==> config.mk <==
export PLATFORM = sky130hd
export DESIGN_NAME = line_speed_setpoint_adjust
export DESIGN_NICKNAME = d
export VERILOG_FILES = /design/src/hw/rtl/lssa_pkg.sv /design/src/hw/rtl/lssa_step_unit.sv /design/src/hw/rtl/line_speed_setpoint_adjust.sv
export SDC_FILE = /design/constraint.sdc
export NUM_CORES = 2
export LEC_CHECK = 0
export BUFFER_PORTS_ARGS = -buffer_cell sky130_fd_sc_hd__buf_2
export CORE_UTILIZATION = 45
export CTS_CLUSTER_DIAMETER = 120
export CTS_CLUSTER_SIZE = 24
export DETAILED_ROUTE_END_ITERATION = 6
export GPL_TIMING_DRIVEN = 0
export PLACE_DENSITY = 0.74
export REMOVE_ABC_BUFFERS = 1
export SETUP_SLACK_MARGIN = 0.5
export SYNTH_ARGS = -nofsm -noshare
export SYNTH_HDL_FRONTEND = slang
export SYNTH_SLANG_ARGS = --single-unit
==> constraint.sdc <==
create_clock -name i_clk -period 9.5 [get_ports i_clk]
set_input_delay 0.95 -clock i_clk [delete_from_list [all_inputs] [get_ports i_clk]]
set_output_delay 0.95 -clock i_clk [all_outputs]
set_load 0.005 [all_outputs]
==> src/hw/rtl/lssa_pkg.sv <==
// ----------------------------------------------------------------------------
// Line speed set point adjust package
// Shared constants, codes and structs of the set point adjust block.
// ----------------------------------------------------------------------------
package lssa_pkg;

    localparam int NUM_SECTIONS_DEF = 4;
    localparam int HOLD_STEPS_DEF   = 6;

    localparam int TEMP_W  = 18;
    localparam int THICK_W = 13;
    localparam int SPEED_W = 23;
    localparam int DELTA_W = 18;
    localparam int MULT_W  = 23;
    localparam int HOLD_W  = 3;

    localparam logic [SPEED_W-1:0] SPEED_MAX = 23'd8000000;
    localparam logic [THICK_W-1:0] THICK_MIN = 13'd100;
    localparam logic [THICK_W-1:0] THICK_MAX = 13'd6000;

    // Gain numerators in um, 0.8 mm and 1 mm.
    localparam logic [9:0] GAIN_NUM_DEC = 10'd800;
    localparam logic [9:0] GAIN_NUM_INC = 10'd1000;

    // Speed step divisor 60 * 2^16 and its half for rounding.
    localparam logic [39:0] DIV_SPD  = 40'd3932160;
    localparam logic [39:0] DIV_HALF = 40'd1966080;
    localparam logic [13:0] DIFF_SCALE = 14'd10000;

    typedef enum logic [2:0] {
        CFG_TARGET_TEMP = 3'd0,
        CFG_UPPER_TEMP  = 3'd1,
        CFG_LOWER_TEMP  = 3'd2,
        CFG_THICKNESS   = 3'd3,
        CFG_FINAL_SPEED = 3'd4
    } t_cfg_index;

    typedef enum logic [1:0] {
        OP_DECREASE = 2'd0,
        OP_INCREASE = 2'd1,
        OP_LOAD     = 2'd2,
        OP_UNUSED   = 2'd3
    } t_operation;

    typedef enum logic [1:0] {
        STEP_NONE = 2'd0,
        STEP_LIN  = 2'd1,
        STEP_CAP  = 2'd2,
        STEP_DIFF = 2'd3
    } t_step_kind;

    typedef enum logic [1:0] {
        ST_IDLE   = 2'd0,
        ST_DECODE = 2'd1,
        ST_WAIT   = 2'd2,
        ST_WRITE  = 2'd3
    } t_top_state;

    typedef enum logic [2:0] {
        U_IDLE  = 3'd0,
        U_GAIN  = 3'd1,
        U_PREP  = 3'd2,
        U_MUL   = 3'd3,
        U_CLAMP = 3'd4,
        U_DIV   = 3'd5,
        U_DONE  = 3'd6
    } t_unit_state;

    typedef struct packed {
        logic                start;
        t_step_kind          kind;
        logic                gain_inc;
        logic [MULT_W-1:0]   mult;
        logic [SPEED_W-1:0]  lo;
        logic [SPEED_W-1:0]  hi;
    } t_step_req;

    typedef struct packed {
        logic                done;
        logic [DELTA_W-1:0]  delta;
    } t_step_rsp;

endpackage

==> src/hw/rtl/lssa_step_unit.sv <==
// ----------------------------------------------------------------------------
// Speed step unit
// Serial gain division, shift-add product, clamp and rounding division.
// ----------------------------------------------------------------------------
module lssa_step_unit (
    input  logic                            i_clk,
    input  logic                            i_rst_n,
    input  lssa_pkg::t_step_req             i_req,
    input  logic [lssa_pkg::THICK_W-1:0]    i_thickness,
    output lssa_pkg::t_step_rsp             o_rsp
);

    lssa_pkg::t_unit_state r_state, n_state;
    logic [5:0]  r_cnt;
    lssa_pkg::t_step_kind r_kind;
    logic [lssa_pkg::MULT_W-1:0]  r_mult;
    logic [lssa_pkg::SPEED_W-1:0] r_lo, r_hi;
    logic [12:0] r_t;
    logic [13:0] r_grem;
    logic [19:0] r_gnum;
    logic [19:0] r_gq;
    logic [31:0] r_m;
    logic [51:0] r_acc, r_gsh;
    logic [39:0] r_drem, r_dsh;
    logic [lssa_pkg::DELTA_W-1:0] r_q;

    logic [12:0] w_t;
    logic [25:0] w_num;
    logic [13:0] w_grem_sh;
    logic        w_gbit;
    logic [51:0] w_p, w_lo_q, w_hi_q;
    logic        w_dbit;

    always_comb begin
        if (i_thickness < lssa_pkg::THICK_MIN) begin
            w_t = lssa_pkg::THICK_MIN;
        end else if (i_thickness > lssa_pkg::THICK_MAX) begin
            w_t = lssa_pkg::THICK_MAX;
        end else begin
            w_t = i_thickness;
        end
        // Rounded quotient: the half divisor is folded into the dividend.
        w_num = {(i_req.gain_inc ? lssa_pkg::GAIN_NUM_INC : lssa_pkg::GAIN_NUM_DEC), 16'b0}
              + 26'(w_t >> 1);
        w_grem_sh = {r_grem[12:0], r_gnum[19]};
        w_gbit    = (w_grem_sh >= 14'(r_t));
        w_lo_q = 52'({r_lo, 16'b0});
        w_hi_q = 52'({r_hi, 16'b0});
        w_p = r_acc;
        if (r_kind == lssa_pkg::STEP_CAP) begin
            if (w_p > w_hi_q) w_p = w_hi_q;
        end else if (r_kind == lssa_pkg::STEP_DIFF) begin
            if (w_p < w_lo_q) w_p = w_lo_q;
            if (w_p > w_hi_q) w_p = w_hi_q;
        end
        w_dbit = (r_drem >= r_dsh);
    end

    always_comb begin
        n_state = r_state;
        unique case (r_state)
            lssa_pkg::U_IDLE: begin
                if (i_req.start) begin
                    n_state = (i_req.kind == lssa_pkg::STEP_NONE) ? lssa_pkg::U_DONE
                                                                  : lssa_pkg::U_GAIN;
                end
            end
            lssa_pkg::U_GAIN:  if (r_cnt == 6'd0) n_state = lssa_pkg::U_PREP;
            lssa_pkg::U_PREP:  n_state = lssa_pkg::U_MUL;
            lssa_pkg::U_MUL:   if (r_cnt == 6'd0) n_state = lssa_pkg::U_CLAMP;
            lssa_pkg::U_CLAMP: n_state = lssa_pkg::U_DIV;
            lssa_pkg::U_DIV:   if (r_cnt == 6'd0) n_state = lssa_pkg::U_DONE;
            lssa_pkg::U_DONE:  n_state = lssa_pkg::U_IDLE;
            default:           n_state = lssa_pkg::U_IDLE;
        endcase
    end

    always_ff @(posedge i_clk) begin
        if (!i_rst_n) begin
            r_state <= lssa_pkg::U_IDLE;
        end else begin
            r_state <= n_state;
        end
    end

    always_ff @(posedge i_clk) begin
        case (r_state)
            lssa_pkg::U_IDLE: begin
                r_kind <= i_req.kind;
                r_mult <= i_req.mult;
                r_lo   <= i_req.lo;
                r_hi   <= i_req.hi;
                r_t    <= w_t;
                r_grem <= 14'(w_num[25:20]);
                r_gnum <= w_num[19:0];
                r_q    <= '0;
                r_cnt  <= 6'd19;
            end
            lssa_pkg::U_GAIN: begin
                r_cnt  <= r_cnt - 6'd1;
                r_grem <= w_gbit ? (w_grem_sh - 14'(r_t)) : w_grem_sh;
                r_gnum <= {r_gnum[18:0], 1'b0};
                r_gq   <= {r_gq[18:0], w_gbit};
            end
            lssa_pkg::U_PREP: begin
                r_m   <= (r_kind == lssa_pkg::STEP_DIFF) ? 32'(r_mult * lssa_pkg::DIFF_SCALE)
                                                         : 32'(r_mult);
                r_acc <= '0;
                r_gsh <= 52'(r_gq);
                r_cnt <= 6'd31;
            end
            lssa_pkg::U_MUL: begin
                r_cnt <= r_cnt - 6'd1;
                if (r_m[0]) r_acc <= r_acc + r_gsh;
                r_m   <= {1'b0, r_m[31:1]};
                r_gsh <= {r_gsh[50:0], 1'b0};
            end
            lssa_pkg::U_CLAMP: begin
                r_drem <= 40'(w_p) + lssa_pkg::DIV_HALF;
                r_dsh  <= lssa_pkg::DIV_SPD << (lssa_pkg::DELTA_W - 1);
                r_cnt  <= 6'(lssa_pkg::DELTA_W - 1);
            end
            lssa_pkg::U_DIV: begin
                r_cnt <= r_cnt - 6'd1;
                if (w_dbit) r_drem <= r_drem - r_dsh;
                r_dsh <= {1'b0, r_dsh[39:1]};
                r_q   <= {r_q[lssa_pkg::DELTA_W-2:0], w_dbit};
            end
            default: ;
        endcase
    end

    assign o_rsp.done  = (r_state == lssa_pkg::U_DONE);
    assign o_rsp.delta = r_q;

    a_start_idle: assert property (@(posedge i_clk) disable iff (!i_rst_n)
        (r_state == lssa_pkg::U_DONE) |=> (r_state == lssa_pkg::U_IDLE))
        else $error("step unit did not return to idle after done");

    a_gain_count: assert property (@(posedge i_clk) disable iff (!i_rst_n)
        (r_state == lssa_pkg::U_GAIN) |-> (r_cnt <= 6'd19))
        else $error("gain division count out of range");

    a_div_count: assert property (@(posedge i_clk) disable iff (!i_rst_n)
        (r_state == lssa_pkg::U_DIV) |-> (r_cnt <= 6'(lssa_pkg::DELTA_W - 1)))
        else $error("rounding division count out of range");

endmodule

==> src/hw/rtl/line_speed_setpoint_adjust.sv <==
// ----------------------------------------------------------------------------
// Line speed set point adjust
// Graded decrease, increase and load of per-section line speed set points.
// ----------------------------------------------------------------------------
// Sequence: a step that computes a speed delta passes decode, then the step
// unit's gain division, product, clamp, rounding division and done, then
// write; an item that starts no step (load, out-of-range section, increase
// hold or no rule applied) goes from decode straight to write.
// Throughput: one word at a time; the next word is taken only after the
// previous one has been written to the output register.
// Reset clears the set points, both hold counters and the output valid, and
// loads the configuration registers with their default values.
module line_speed_setpoint_adjust #(
    parameter int NUM_SECTIONS = lssa_pkg::NUM_SECTIONS_DEF,
    parameter int HOLD_STEPS   = lssa_pkg::HOLD_STEPS_DEF
) (
    input  logic        i_clk,
    input  logic        i_rst_n,
    // Input word, from bit 0: operation[1:0], section[3:2], strip_temp[21:4],
    // previous_strip_temp[39:22], anticipation_passed[40], load_speed[63:41].
    input  logic        s_axis_tvalid,
    output logic        s_axis_tready,
    input  logic [63:0] s_axis_tdata,
    // Output word, from bit 0: speed_setpoint[22:0], speed_changed[23].
    output logic        m_axis_tvalid,
    input  logic        m_axis_tready,
    output logic [23:0] m_axis_tdata,
    // Configuration write port.
    input  logic        i_cfg_wr_en,
    input  logic [2:0]  i_cfg_index,
    input  logic [22:0] i_cfg_data
);

    localparam int SEC_W = (NUM_SECTIONS > 1) ? $clog2(NUM_SECTIONS) : 1;
    localparam logic [lssa_pkg::HOLD_W-1:0] HOLD_INIT = lssa_pkg::HOLD_W'(HOLD_STEPS);

    // Configuration registers.
    logic [17:0] r_target_temp, r_upper_temp, r_lower_temp;
    logic [12:0] r_thickness;
    logic [22:0] r_final_speed;

    // Captured input word.
    logic [1:0]  r_operation, r_section;
    logic [17:0] r_strip_temp, r_prev_temp;
    logic        r_anticipation;
    logic [22:0] r_load_speed;

    // Block state.
    logic [22:0] r_speed [NUM_SECTIONS];
    logic [lssa_pkg::HOLD_W-1:0] r_dec_hold, r_inc_hold;

    lssa_pkg::t_top_state r_state, n_state;
    logic        r_apply;
    logic [lssa_pkg::DELTA_W-1:0] r_delta;
    logic        r_out_valid;
    logic [22:0] r_out_speed;
    logic        r_out_changed;

    lssa_pkg::t_step_req w_req;
    lssa_pkg::t_step_rsp w_rsp;

    // Decode results.
    logic        w_sec_ok;
    logic [SEC_W-1:0] w_ix;
    logic [22:0] w_old, w_fin, w_new;
    logic        w_apply;
    logic [lssa_pkg::HOLD_W-1:0] w_dec_hold_n, w_inc_hold_n;
    logic        w_slot;

    // Signed copies of the temperatures so that offsets below zero compare
    // the same way as in the control rules.
    logic signed [20:0] s_tgt, s_upp, s_low, s_tmp, s_prev;
    logic signed [20:0] s_dec_lim, s_inc_lim, s_dt;
    logic        w_go;
    logic [lssa_pkg::HOLD_W-1:0] w_hold1;

    assign s_tgt  = $signed({3'b000, r_target_temp});
    assign s_upp  = $signed({3'b000, r_upper_temp});
    assign s_low  = $signed({3'b000, r_lower_temp});
    assign s_tmp  = $signed({3'b000, r_strip_temp});
    assign s_prev = $signed({3'b000, r_prev_temp});

    assign w_sec_ok = (int'(r_section) < NUM_SECTIONS);
    assign w_ix     = SEC_W'(r_section);
    assign w_old    = r_speed[w_ix];
    assign w_fin    = (r_final_speed > lssa_pkg::SPEED_MAX) ? lssa_pkg::SPEED_MAX
                                                            : r_final_speed;
    assign w_slot   = !r_out_valid || m_axis_tready;

    // Step selection for the decrease and increase rules.
    always_comb begin
        w_req.start    = 1'b0;
        w_req.kind     = lssa_pkg::STEP_NONE;
        w_req.gain_inc = (r_operation == lssa_pkg::OP_INCREASE);
        w_req.mult     = '0;
        w_req.lo       = '0;
        w_req.hi       = '0;
        w_apply        = 1'b0;
        w_dec_hold_n   = r_dec_hold;
        w_inc_hold_n   = r_inc_hold;
        s_dt           = '0;
        w_go           = 1'b0;
        w_hold1        = '0;

        if (r_anticipation) begin
            s_dec_lim = (s_upp + 21'sd5000 > s_tgt) ? s_upp + 21'sd5000 : s_tgt;
        end else begin
            s_dec_lim = (s_upp > s_tgt) ? s_upp : s_tgt;
            if (s_tgt + 21'sd400 < s_dec_lim) s_dec_lim = s_tgt + 21'sd400;
        end
        s_inc_lim = (s_low + 21'sd1000 < s_tgt - 21'sd150) ? s_low + 21'sd1000
                                                           : s_tgt - 21'sd150;
        if (s_tgt - 21'sd100 > s_inc_lim) s_inc_lim = s_tgt - 21'sd100;

        if (r_operation == lssa_pkg::OP_DECREASE && s_tmp <= s_dec_lim) begin
            w_apply = 1'b1;
            if (!r_anticipation) begin
                w_hold1      = (r_dec_hold != '0) ? r_dec_hold - 1'b1 : r_dec_hold;
                w_dec_hold_n = HOLD_INIT;
                w_req.kind   = lssa_pkg::STEP_LIN;
                w_req.mult   = 23'd150000;
                if (w_hold1 == '0) begin
                    if (s_tmp + 21'sd30 < s_prev) begin
                        s_dt       = s_tgt + 21'sd400 - s_tmp;
                        w_req.kind = lssa_pkg::STEP_DIFF;
                        w_req.lo   = 23'd50000;
                        w_req.hi   = 23'd4000000;
                    end else if (s_tmp + 21'sd800 < s_tgt) begin
                        w_req.kind = lssa_pkg::STEP_CAP;
                        w_req.mult = 23'd350000;
                        w_req.hi   = 23'd350000;
                    end else if (s_tmp + 21'sd550 < s_tgt) begin
                        w_req.kind = lssa_pkg::STEP_CAP;
                        w_req.mult = 23'd250000;
                        w_req.hi   = 23'd250000;
                    end else if (s_tmp < s_upp) begin
                        w_req.kind = lssa_pkg::STEP_CAP;
                        w_req.mult = 23'd100000;
                        w_req.hi   = 23'd100000;
                    end
                end
            end else begin
                w_req.kind = lssa_pkg::STEP_LIN;
                w_req.mult = 23'd200000;
                if (s_tmp + 21'sd30 < s_prev) begin
                    s_dt       = s_tgt + 21'sd1400 - s_tmp;
                    w_req.kind = lssa_pkg::STEP_DIFF;
                    w_req.lo   = 23'd650000;
                    w_req.hi   = 23'd4000000;
                end else if (s_tmp + 21'sd700 < s_tgt) begin
                    w_req.kind = lssa_pkg::STEP_CAP;
                    w_req.mult = 23'd1000000;
                    w_req.hi   = 23'd1000000;
                end else if (s_tmp + 21'sd350 < s_tgt) begin
                    w_req.kind = lssa_pkg::STEP_CAP;
                    w_req.mult = 23'd300000;
                    w_req.hi   = 23'd300000;
                end else if (s_tmp < s_upp) begin
                    w_req.kind = lssa_pkg::STEP_CAP;
                    w_req.mult = 23'd200000;
                    w_req.hi   = 23'd200000;
                end
            end
        end

        if (r_operation == lssa_pkg::OP_INCREASE) begin
            w_go = (s_tmp >= s_upp + 21'sd150)
                || (s_tmp >= s_inc_lim && s_tmp > s_prev - 21'sd1)
                || (s_tmp >= s_tgt - 21'sd700 && s_tmp > s_prev + 21'sd8);
            if (w_go) begin
                w_hold1      = (r_inc_hold != '0) ? r_inc_hold - 1'b1 : r_inc_hold;
                w_inc_hold_n = w_hold1;
                if (w_hold1 == '0) begin
                    w_apply      = 1'b1;
                    w_inc_hold_n = HOLD_INIT;
                    // A falling strip temperature well inside the band holds
                    // the speed, which still takes the final speed cap.
                    if (!(s_tmp < s_prev - 21'sd3 && s_tmp < s_upp - 21'sd100)) begin
                        w_req.kind = lssa_pkg::STEP_LIN;
                        w_req.mult = 23'd450000;
                        if (s_tmp > s_prev + 21'sd30) begin
                            s_dt       = s_tmp - s_inc_lim;
                            w_req.kind = lssa_pkg::STEP_DIFF;
                            w_req.lo   = 23'd50000;
                            w_req.hi   = 23'd4000000;
                        end else if (s_tmp >= s_tgt + 21'sd1400) begin
                            w_req.kind = lssa_pkg::STEP_CAP;
                            w_req.mult = 23'd6000000;
                            w_req.hi   = 23'd1400000;
                        end else if (s_tmp >= s_tgt + 21'sd800) begin
                            w_req.kind = lssa_pkg::STEP_CAP;
                            w_req.mult = 23'd3000000;
                            w_req.hi   = 23'd1200000;
                        end else if (s_tmp >= s_tgt + 21'sd450) begin
                            w_req.kind = lssa_pkg::STEP_CAP;
                            w_req.mult = 23'd1500000;
                            w_req.hi   = 23'd700000;
                        end else if (s_tmp >= s_tgt - 21'sd100 && s_tmp > s_prev + 21'sd7) begin
                            w_req.kind = lssa_pkg::STEP_CAP;
                            w_req.mult = 23'd2000000;
                            w_req.hi   = 23'd800000;
                        end else if (s_tmp >= s_tgt + 21'sd100) begin
                            w_req.kind = lssa_pkg::STEP_CAP;
                            w_req.mult = 23'd750000;
                            w_req.hi   = 23'd300000;
                        end
                    end
                end
            end
        end

        // A negative temperature difference clamps to the low bound.
        if (w_req.kind == lssa_pkg::STEP_DIFF) begin
            w_req.mult = (s_dt < 21'sd0) ? '0 : 23'(s_dt);
        end
        w_req.start = (r_state == lssa_pkg::ST_DECODE) && w_sec_ok && w_apply;
    end

    lssa_step_unit u_step (
        .i_clk       (i_clk),
        .i_rst_n     (i_rst_n),
        .i_req       (w_req),
        .i_thickness (r_thickness),
        .o_rsp       (w_rsp)
    );

    // New set point of the handled section.
    always_comb begin
        w_new = w_old;
        unique case (r_operation)
            lssa_pkg::OP_DECREASE: begin
                if (r_apply) begin
                    if ({1'b0, w_old} >= {1'b0, w_fin} + 24'(r_delta)) begin
                        w_new = w_old - 23'(r_delta);
                    end else begin
                        w_new = w_fin;
                    end
                end
            end
            lssa_pkg::OP_INCREASE: begin
                if (r_apply) begin
                    if ({1'b0, w_old} + 24'(r_delta) > {1'b0, w_fin}) begin
                        w_new = w_fin;
                    end else begin
                        w_new = w_old + 23'(r_delta);
                    end
                end
            end
            lssa_pkg::OP_LOAD: begin
                w_new = (r_load_speed > lssa_pkg::SPEED_MAX) ? lssa_pkg::SPEED_MAX
                                                             : r_load_speed;
            end
            default: w_new = w_old;
        endcase
    end

    // Control sequence: capture, decode, wait for the step unit, write back.
    always_comb begin
        n_state = r_state;
        unique case (r_state)
            lssa_pkg::ST_IDLE: begin
                if (s_axis_tvalid) n_state = lssa_pkg::ST_DECODE;
            end
            lssa_pkg::ST_DECODE: begin
                n_state = w_req.start ? lssa_pkg::ST_WAIT : lssa_pkg::ST_WRITE;
            end
            lssa_pkg::ST_WAIT: begin
                if (w_rsp.done) n_state = lssa_pkg::ST_WRITE;
            end
            lssa_pkg::ST_WRITE: begin
                if (w_slot) n_state = lssa_pkg::ST_IDLE;
            end
            default: n_state = lssa_pkg::ST_IDLE;
        endcase
    end

    assign s_axis_tready = (r_state == lssa_pkg::ST_IDLE);

    always_ff @(posedge i_clk) begin
        if (!i_rst_n) begin
            r_state     <= lssa_pkg::ST_IDLE;
            r_out_valid <= 1'b0;
            r_dec_hold  <= '0;
            r_inc_hold  <= '0;
            r_apply     <= 1'b0;
            for (int i = 0; i < NUM_SECTIONS; i++) r_speed[i] <= '0;
        end else begin
            r_state <= n_state;
            if (r_state == lssa_pkg::ST_DECODE) begin
                r_apply <= w_apply;
                if (w_sec_ok) begin
                    r_dec_hold <= w_dec_hold_n;
                    r_inc_hold <= w_inc_hold_n;
                end
            end
            if (r_state == lssa_pkg::ST_WRITE && w_slot) begin
                r_out_valid <= 1'b1;
                if (w_sec_ok) r_speed[w_ix] <= w_new;
            end else if (m_axis_tready) begin
                r_out_valid <= 1'b0;
            end
        end
    end

    always_ff @(posedge i_clk) begin
        if (r_state == lssa_pkg::ST_IDLE) begin
            r_operation    <= s_axis_tdata[1:0];
            r_section      <= s_axis_tdata[3:2];
            r_strip_temp   <= s_axis_tdata[21:4];
            r_prev_temp    <= s_axis_tdata[39:22];
            r_anticipation <= s_axis_tdata[40];
            r_load_speed   <= s_axis_tdata[63:41];
        end
        if (r_state == lssa_pkg::ST_DECODE) r_delta <= '0;
        if (w_rsp.done) r_delta <= w_rsp.delta;
        if (r_state == lssa_pkg::ST_WRITE && w_slot) begin
            r_out_speed   <= w_sec_ok ? w_new : '0;
            r_out_changed <= w_sec_ok && (w_new != w_old);
        end
    end

    // Configuration registers; indexes past the list are ignored.
    always_ff @(posedge i_clk) begin
        if (!i_rst_n) begin
            r_target_temp <= 18'd80000;
            r_upper_temp  <= 18'd81000;
            r_lower_temp  <= 18'd79000;
            r_thickness   <= 13'd1000;
            r_final_speed <= 23'd1000000;
        end else if (i_cfg_wr_en) begin
            unique case (i_cfg_index)
                lssa_pkg::CFG_TARGET_TEMP: r_target_temp <= i_cfg_data[17:0];
                lssa_pkg::CFG_UPPER_TEMP:  r_upper_temp  <= i_cfg_data[17:0];
                lssa_pkg::CFG_LOWER_TEMP:  r_lower_temp  <= i_cfg_data[17:0];
                lssa_pkg::CFG_THICKNESS:   r_thickness   <= i_cfg_data[12:0];
                lssa_pkg::CFG_FINAL_SPEED: r_final_speed <= i_cfg_data;
                default: ;
            endcase
        end
    end

    assign m_axis_tvalid = r_out_valid;
    assign m_axis_tdata  = {r_out_changed, r_out_speed};

    a_done_in_wait: assert property (@(posedge i_clk) disable iff (!i_rst_n)
        w_rsp.done |-> (r_state == lssa_pkg::ST_WAIT))
        else $error("step result arrived outside the wait state");

    a_speed_range: assert property (@(posedge i_clk) disable iff (!i_rst_n)
        m_axis_tvalid |-> (m_axis_tdata[22:0] <= lssa_pkg::SPEED_MAX))
        else $error("set point above the speed limit");

    a_hold_range: assert property (@(posedge i_clk) disable iff (!i_rst_n)
        (r_dec_hold <= HOLD_INIT) && (r_inc_hold <= HOLD_INIT))
        else $error("hold counter above its preset");

    a_one_word: assert property (@(posedge i_clk) disable iff (!i_rst_n)
        (s_axis_tvalid && s_axis_tready) |=> !s_axis_tready)
        else $error("second word accepted while one is in work");

endmodule
; Word-level counts from Yosys, hierarchy flattened
; Memory sizes are Yosys's and may differ from the RTL's. A register that Yosys moved wholly into a read port is not among the register bits.
; Cells that the tools add are included.
[word_totals]
in_bits = 95
output_inout_bits = 26
memories = 1
register_bits = 584
ramBits = 92
elab_cells = 319
[mem_list]
columns = name, words, width, read_ports, rd_clocked_by_memory_dff, write_ports, line
row1 = r_speed, 4, 23, 1, 1, 4, line_speed_setpoint_adjust.sv:49  ; logic [22:0] r_speed [NUM_SECTIONS];
[classes]
order_cmp = 38
eq_ne = 28
bitwise = 1
multipliers = 1
reduce_logical = 42
n_addsub = 37
mux = 135
[op_table]
columns = op, count
row1 = two-way mux 23 bit, 18
row2 = two-way mux 69 bit, 6
row3 = two-way mux 21 bit, 15
row4 = two-way mux 52 bit, 4
row5 = case mux 52 bit (2 select lines), 2
row6 = two-way mux 40 bit, 5
row7 = case mux 40 bit (2 select lines), 2
row8 = two-way mux 19 bit, 7
row9 = two-way mux 18 bit, 7
row10 = greater-than comparator 52 x 39 -> 1 bit, 2
row11 = two-way mux 20 bit, 5
row12 = "adder 18 x 10 -> 19 bit, second input constant", 5
row13 = greater-or-equal comparator 18 x 19 -> 1 bit, 5
row14 = less-than comparator 19 x 18 -> 1 bit, 5
row15 = case mux 23 bit (3 select lines), 1
row16 = two-way mux 22 bit, 3
row17 = two-way mux 65 bit, 1
row18 = case mux 32 bit (2 select lines), 1
row19 = "adder 18 x 9 -> 19 bit, second input constant", 3
row20 = greater-than comparator 18 x 19 -> 1 bit, 3
row21 = adder 52 bit, 1
row22 = less-than comparator 52 x 39 -> 1 bit, 1
row23 = two-way mux 2 bit, 25
row24 = adder 23 x 18 -> 24 bit, 2
row25 = other kinds (81), 153

; Depth between registers and ports, before layout
[depth]
depth_word = 19
mapped_depth = 45

; Modules after synthesis
; A second synthesis with hierarchy kept.
[unflattened]
hier_cells = 7087
hier_area_um2 = 62720.2
[by_module_without_submodules]
columns = mod, area_per_inst_um2, seq_area_each_um2, n_inst, cells_per_inst
row1 = line_speed_setpoint_adjust, 36678.9, 7947.6, 1, 4542
row2 = lssa_step_unit, 26041.2, 11350.9, 1, 2545

; Worst setup path after synthesis
; OpenSTA, ideal clock, no wires.
[synth_timing]
path_kind = reg-to-reg
from = reg r_target_temp[5]
to = reg u_step.r_mult[13] (netlist name), data pin
arrival_ns = 9.660
stages_incl_launch_ff = 42
required_time_ns = 9.347
path_slack_ns = -0.313
n_path_buf = 6
synth_period_minus_slack_ns = 9.813
setup_ns = 0.153
path_cell_list = dfxtp_1 clkbuf_1 inv_1 ha_1 a21oi_1 a21oi_1 nor4_1 nand2_1 xnor2_1 a211oi_1 nor2_1 maj3_1 inv_1 a21oi_1 o22a_1 ha_1 buf_1 buf_1 (+6 left out) o211ai_1 clkbuf_1 clkbuf_1 mux2_2 ha_1 nor2b_1 o21ai_0 a21boi_0 o21ai_0 a21oi_1 a211oi_1 nor3b_1 a22oi_1 o31a_1 o41ai_1 nand3_1 clkbuf_1 o22ai_1
[synth_rtl]
columns = element, line
row1 = "start, declared", line_speed_setpoint_adjust.sv:38  ; logic [17:0] r_target_temp, r_upper_temp, r_lower_temp;
row2 = "start signal, assigned", line_speed_setpoint_adjust.sv:332  ; lssa_pkg::CFG_TARGET_TEMP: r_target_temp <= i_cfg_data[17:0];
row3 = "end signal, assigned", lssa_step_unit.sv:90  ; r_mult <= i_req.mult;
row4 = "end, declared", lssa_step_unit.sv:16  ; logic [lssa_pkg::MULT_W-1:0] r_mult;

; Final worst setup path
[layout_timing]
from = reg r_target_temp[3]
to = reg u_step.r_mult[3] (netlist name), data pin
[layout_between]
elab_chain_cells = 16
elab_cells_between_ends = 90
classes_between = add/sub: 11 / order compare: 18 / eq/ne: 1 / mux: 54 / reduce/logical: 6
[layout_rtl]
columns = element, line
row1 = "parallel branches: the longest is 15 deep, another holds less-than comparator 21 bit", n/a
row2 = two-way mux 23 bit (*), line_speed_setpoint_adjust.sv:213  ; if (w_req.kind == lssa_pkg::STEP_DIFF) begin
; Every way passes the cells marked *.
; A chain may end at the register's enable or synchronous reset.

==> impl_metrics.toml <==
[logic_synthesis]
synth-simple-area-share_pct = 17.7
synth.distinct_cells = 106
syn_area_um2 = 61700
syn-mean-instance-area_um2 = 8.78
yosys.area.top_type_share_pct = 26.7
synth.area.mux_share_pct = 2.82
synth_top_family_by_area = "adder cells"
syn_inst = 7031
synth_edf_count = 549
synth_compound_area_share_pct = 18.0
ys.flop_type = "edfxtp_1"
synthArstFlopShare_pct = 0
synth.largest_area_cell = "edfxtp_1"
synthTopCellsByArea = "edfxtp_1, ha_1, xnor2_1, nand2_1, nor2_1"
ys_ff_latch = 652
ys_warn_count = 0
synthAdderAreaFrac_pct = 18.9
seq_area_frac_synth_pct = 30.0
synth_xor_area_share_pct = 7.29

[floorplan]
core-area_um2 = 136000
die_h_um = 372
die_area_um2 = 139000
dieWidth_um = 372
start_util_pct = 45.5
ios = 121
rows = 135

[worst_setup_path]
rrSetupSlack_ns = 0.58
critical_path.startpoint = "r_target_temp[3]"
ff2ff_path_depth = 41
critical_path.max_fanout = 7
cp_slowest_stage_delay_ns = 0.43
r2r_start = "r_target_temp[3]"
crit_path_frequent_cell = "ha_4"
cp-end-kind = "register"
cp.required_ns = 9.97
setup.worst_path.end = "u_step.r_mult[3]"
arrival_ns = 9.39
cp_slowest_cell = "dfxtp_4"
critPathKind = "register to register"
worstReg2RegEnd = "u_step.r_mult[3]"
start_kind = "register"

[detailed_routing]
dr.first_iter.drc_count = 6305
drt-met1-wl_mm = 83.6
viasPerCell = 6.24
wire_per_inst_um = 22.1
vias = 55272
met3_length_mm = 18.6
wl_met2_mm = 84.7
top_layer_used = "met5"
postRouteWirelength_mm = 196
drc = 1
drt_first_pass_iters = 7
drtAntennaViolNets = 0

[power]
powerDensity_nw_per_um2 = 332
leakagePower_nw = 28.4
vdd_drop_max_v = 0.000258
total_power_w = 0.0224

[sta]
final.period_utilization_pct = 93.9
tightest_slew_ns = 1.48
setup_viol = 0
min_period_ns = 8.92
hold_viol = 0
rsz0062_at_grt = "true"
maxSlewViolCount = 0
clock-skew-final_ns = 0.0376
fmax_mhz = 112
relSlewSlack_pct = 1.50

[placed_design]
place.gp.congestion = 1.03
place_hpwl_mm = 147
port_buffers = 120
dpl.cell_count = 8697

[clock_network]
clock_sinks = 652
path_clk_slew_ns = 0.10
clk_path_buf_depth = 3
numCtsBuffers = 37
cts_tree = "done"
root_buffer = "clkbuf_16"
cts_htree_levels = 2
clock_latency_ns = 0.64

[run_status]
violations = "design-rule violations"
status = "finished with violations"

[finish]
fillers = 12672
drive_gt1_share_pct = 9.00
area_growth_pct = 9.29
fin_cells = 8859
layout.nets = 8045

[worst_hold_path]
whs_path_depth = 0
hp-class = "register to register"

[global_routing]
overflow = 0
grt_max_degree = 93
grtUsageTotal_pct = 27.1
grt_pass1_wl_mm = 295
grt_pass1_vias = 51516
antenna_found_initial = 7

[job]
maxCapViolCount = 0
## where the power goes
group	total, W	switching, W	internal, W
Clock	0.00185	0.00103	0.000823
Combinational	0.0155	0.00947	0.00603
Sequential	0.00502	0.000939	0.00408
## Yosys cell counts, types with 18 or more instances
| cell | instances |
|---|---|
| a31oi_1 | 65 |
| nor3_1 | 149 |
| a22oi_1 | 19 |
| or3_1 | 46 |
| ha_1 | 833 |
| o21ai_0 | 312 |
| xnor2_1 | 419 |
| o21ai_1 | 22 |
| nor4_1 | 55 |
| a21boi_0 | 82 |
| clkbuf_1 | 237 |
| edfxtp_1 | 549 |
| o22ai_1 | 33 |
| o21bai_1 | 41 |
| o31ai_1 | 28 |
| and3_1 | 104 |
| nor2b_1 | 79 |
| a211o_1 | 26 |
| buf_1 | 24 |
| xor2_1 | 95 |
| clkinv_1 | 21 |
| a2111oi_0 | 18 |
| dfxtp_1 | 103 |
| a21o_1 | 182 |
| or2_2 | 35 |
| and2_1 | 56 |
| fa_1 | 62 |
| nor2_1 | 632 |
| nor3b_1 | 27 |
| o211ai_1 | 72 |
| mux4_2 | 20 |
| nand3_1 | 183 |
| nand2_1 | 685 |
| o21a_1 | 87 |
| mux2i_1 | 76 |
| a211oi_1 | 68 |
| a21oi_1 | 391 |
| mux2_2 | 44 |
| nand2b_1 | 65 |
| inv_1 | 536 |
| nand4_1 | 117 |
## cell type report
class	count	area [um^2]	share of cell area (%)
Clock inverter	13	215	0.319
Antenna cell	3	7.51	0.0111
Clock buffer	46	981	1.45
Sequential cell	652	18600	27.6
Multi-Input combinational cell	5532	40900	60.6
Timing Repair Buffer	263	2340	3.47
Inverter	569	2200	3.25
Tap cell	1781	2230	3.30
## metrics by stage
stage	hold slack, ns	setup TNS (ns)	cell area [um^2]	util [%]	setup WS, ns
2_1_floorplan	0.417	-94.46	60600	-	-2.60
3_3_place_gp	0.436	-754.91	63500	46.7	-7.20
3_5_place_dp	0.436	-144.50	64400	47.4	-3.37
4_1_cts	0.446	0	66400	48.9	0.536
5_1_grt	0.467	0	67500	49.7	0.223
6_report	0.451	0	67500	49.7	0.579
## how the worst min path moves through the flow
stage                           startpoint                to  slack, ns
after CTS                 s_axis_tdata[59]  r_load_speed[18]       0.45
final                      u_step.r_gq[15]   u_step.r_gq[16]       0.45
after global placement     u_step.r_gq[16]   u_step.r_gq[17]       0.44
after global routing       u_step.r_gq[14]   u_step.r_gq[15]       0.47
after detailed placement   u_step.r_gq[15]   u_step.r_gq[16]       0.44
after floorplan             u_step.r_gq[0]    u_step.r_gq[1]       0.42
## flip-flops by register name, summed over array words and instances, names as in the netlist, 18 cells and up, named ones only
name and count:
r_prev_temp 18, r_lower_temp 18, r_load_speed 23, u_step.r_q 18
r_final_speed 23, u_step.r_mult 23, r_speed 92, r_upper_temp 18
r_delta 18, r_out_speed 23, r_target_temp 18, r_strip_temp 18
u_step.r_gq 20, u_step.r_m 32, u_step.r_gnum 20, u_step.r_hi 18
u_step.r_drem 40, u_step.r_acc 52, u_step.r_dsh 39, u_step.r_gsh 52
## worst max-delay path, delay by kind of cell (launching register included)
family                   cells  cell delay (ns)
AO/OA/AOI/OAI               17             2.97
adder cells (fa/ha/maj)      5             1.43
flip-flops                   1             0.43
buffers and inverters        7             1.02
AND/OR/NAND/NOR              9             1.99
multiplexers                 2             0.66
XOR/XNOR                     1             0.26
## layout by cell type (no fill, tap or decap), types with 63 or more instances in the layout
cell type and n:
nand2_1 684, buf_4 88, buf_2 121, o211ai_1 72
nor2b_1 75, a21boi_0 81, and3_1 103, xnor2_1 415
edfxtp_1 549, a211oi_1 63, inv_1 528, dfxtp_1 81
o21ai_0 302, a21o_1 182, mux2i_1 74, nor3_1 147
nand4_1 117, xor2_1 94, nand2b_1 64, o21a_1 85
ha_1 817, nor2_1 618, nand3_1 182, a21oi_1 375
## repair_timing
action	in CTS	in global routing
hold buffers	0	0
gates resized for setup	114	109
pin swaps	17	59
cloned	2	2
buffers inserted	42	50
hold endpoints to repair	0	0
endpoints found under the setup margin	78	53
## logic make-up after synthesis
| group | Yosys count |
|---|---|
| simple gates | 2308 |
| compound gates | 1668 |
| fa+ha+maj | 896 |
| buf+inv | 850 |
| flops | 652 |
| xor+xnor | 514 |
| mux | 143 |
## layer usage
| layer | GRT usage, % | vias to the layer above |
|---|---|---|
| li1 | - | 25419 |
| met1 | 37.5 | 26639 |
| met2 | 41.6 | 2641 |
| met3 | 4.84 | 561 |
| met4 | 10.4 | 12 |
| met5 | 0 | - |
Power figures use the tool's default switching activity.
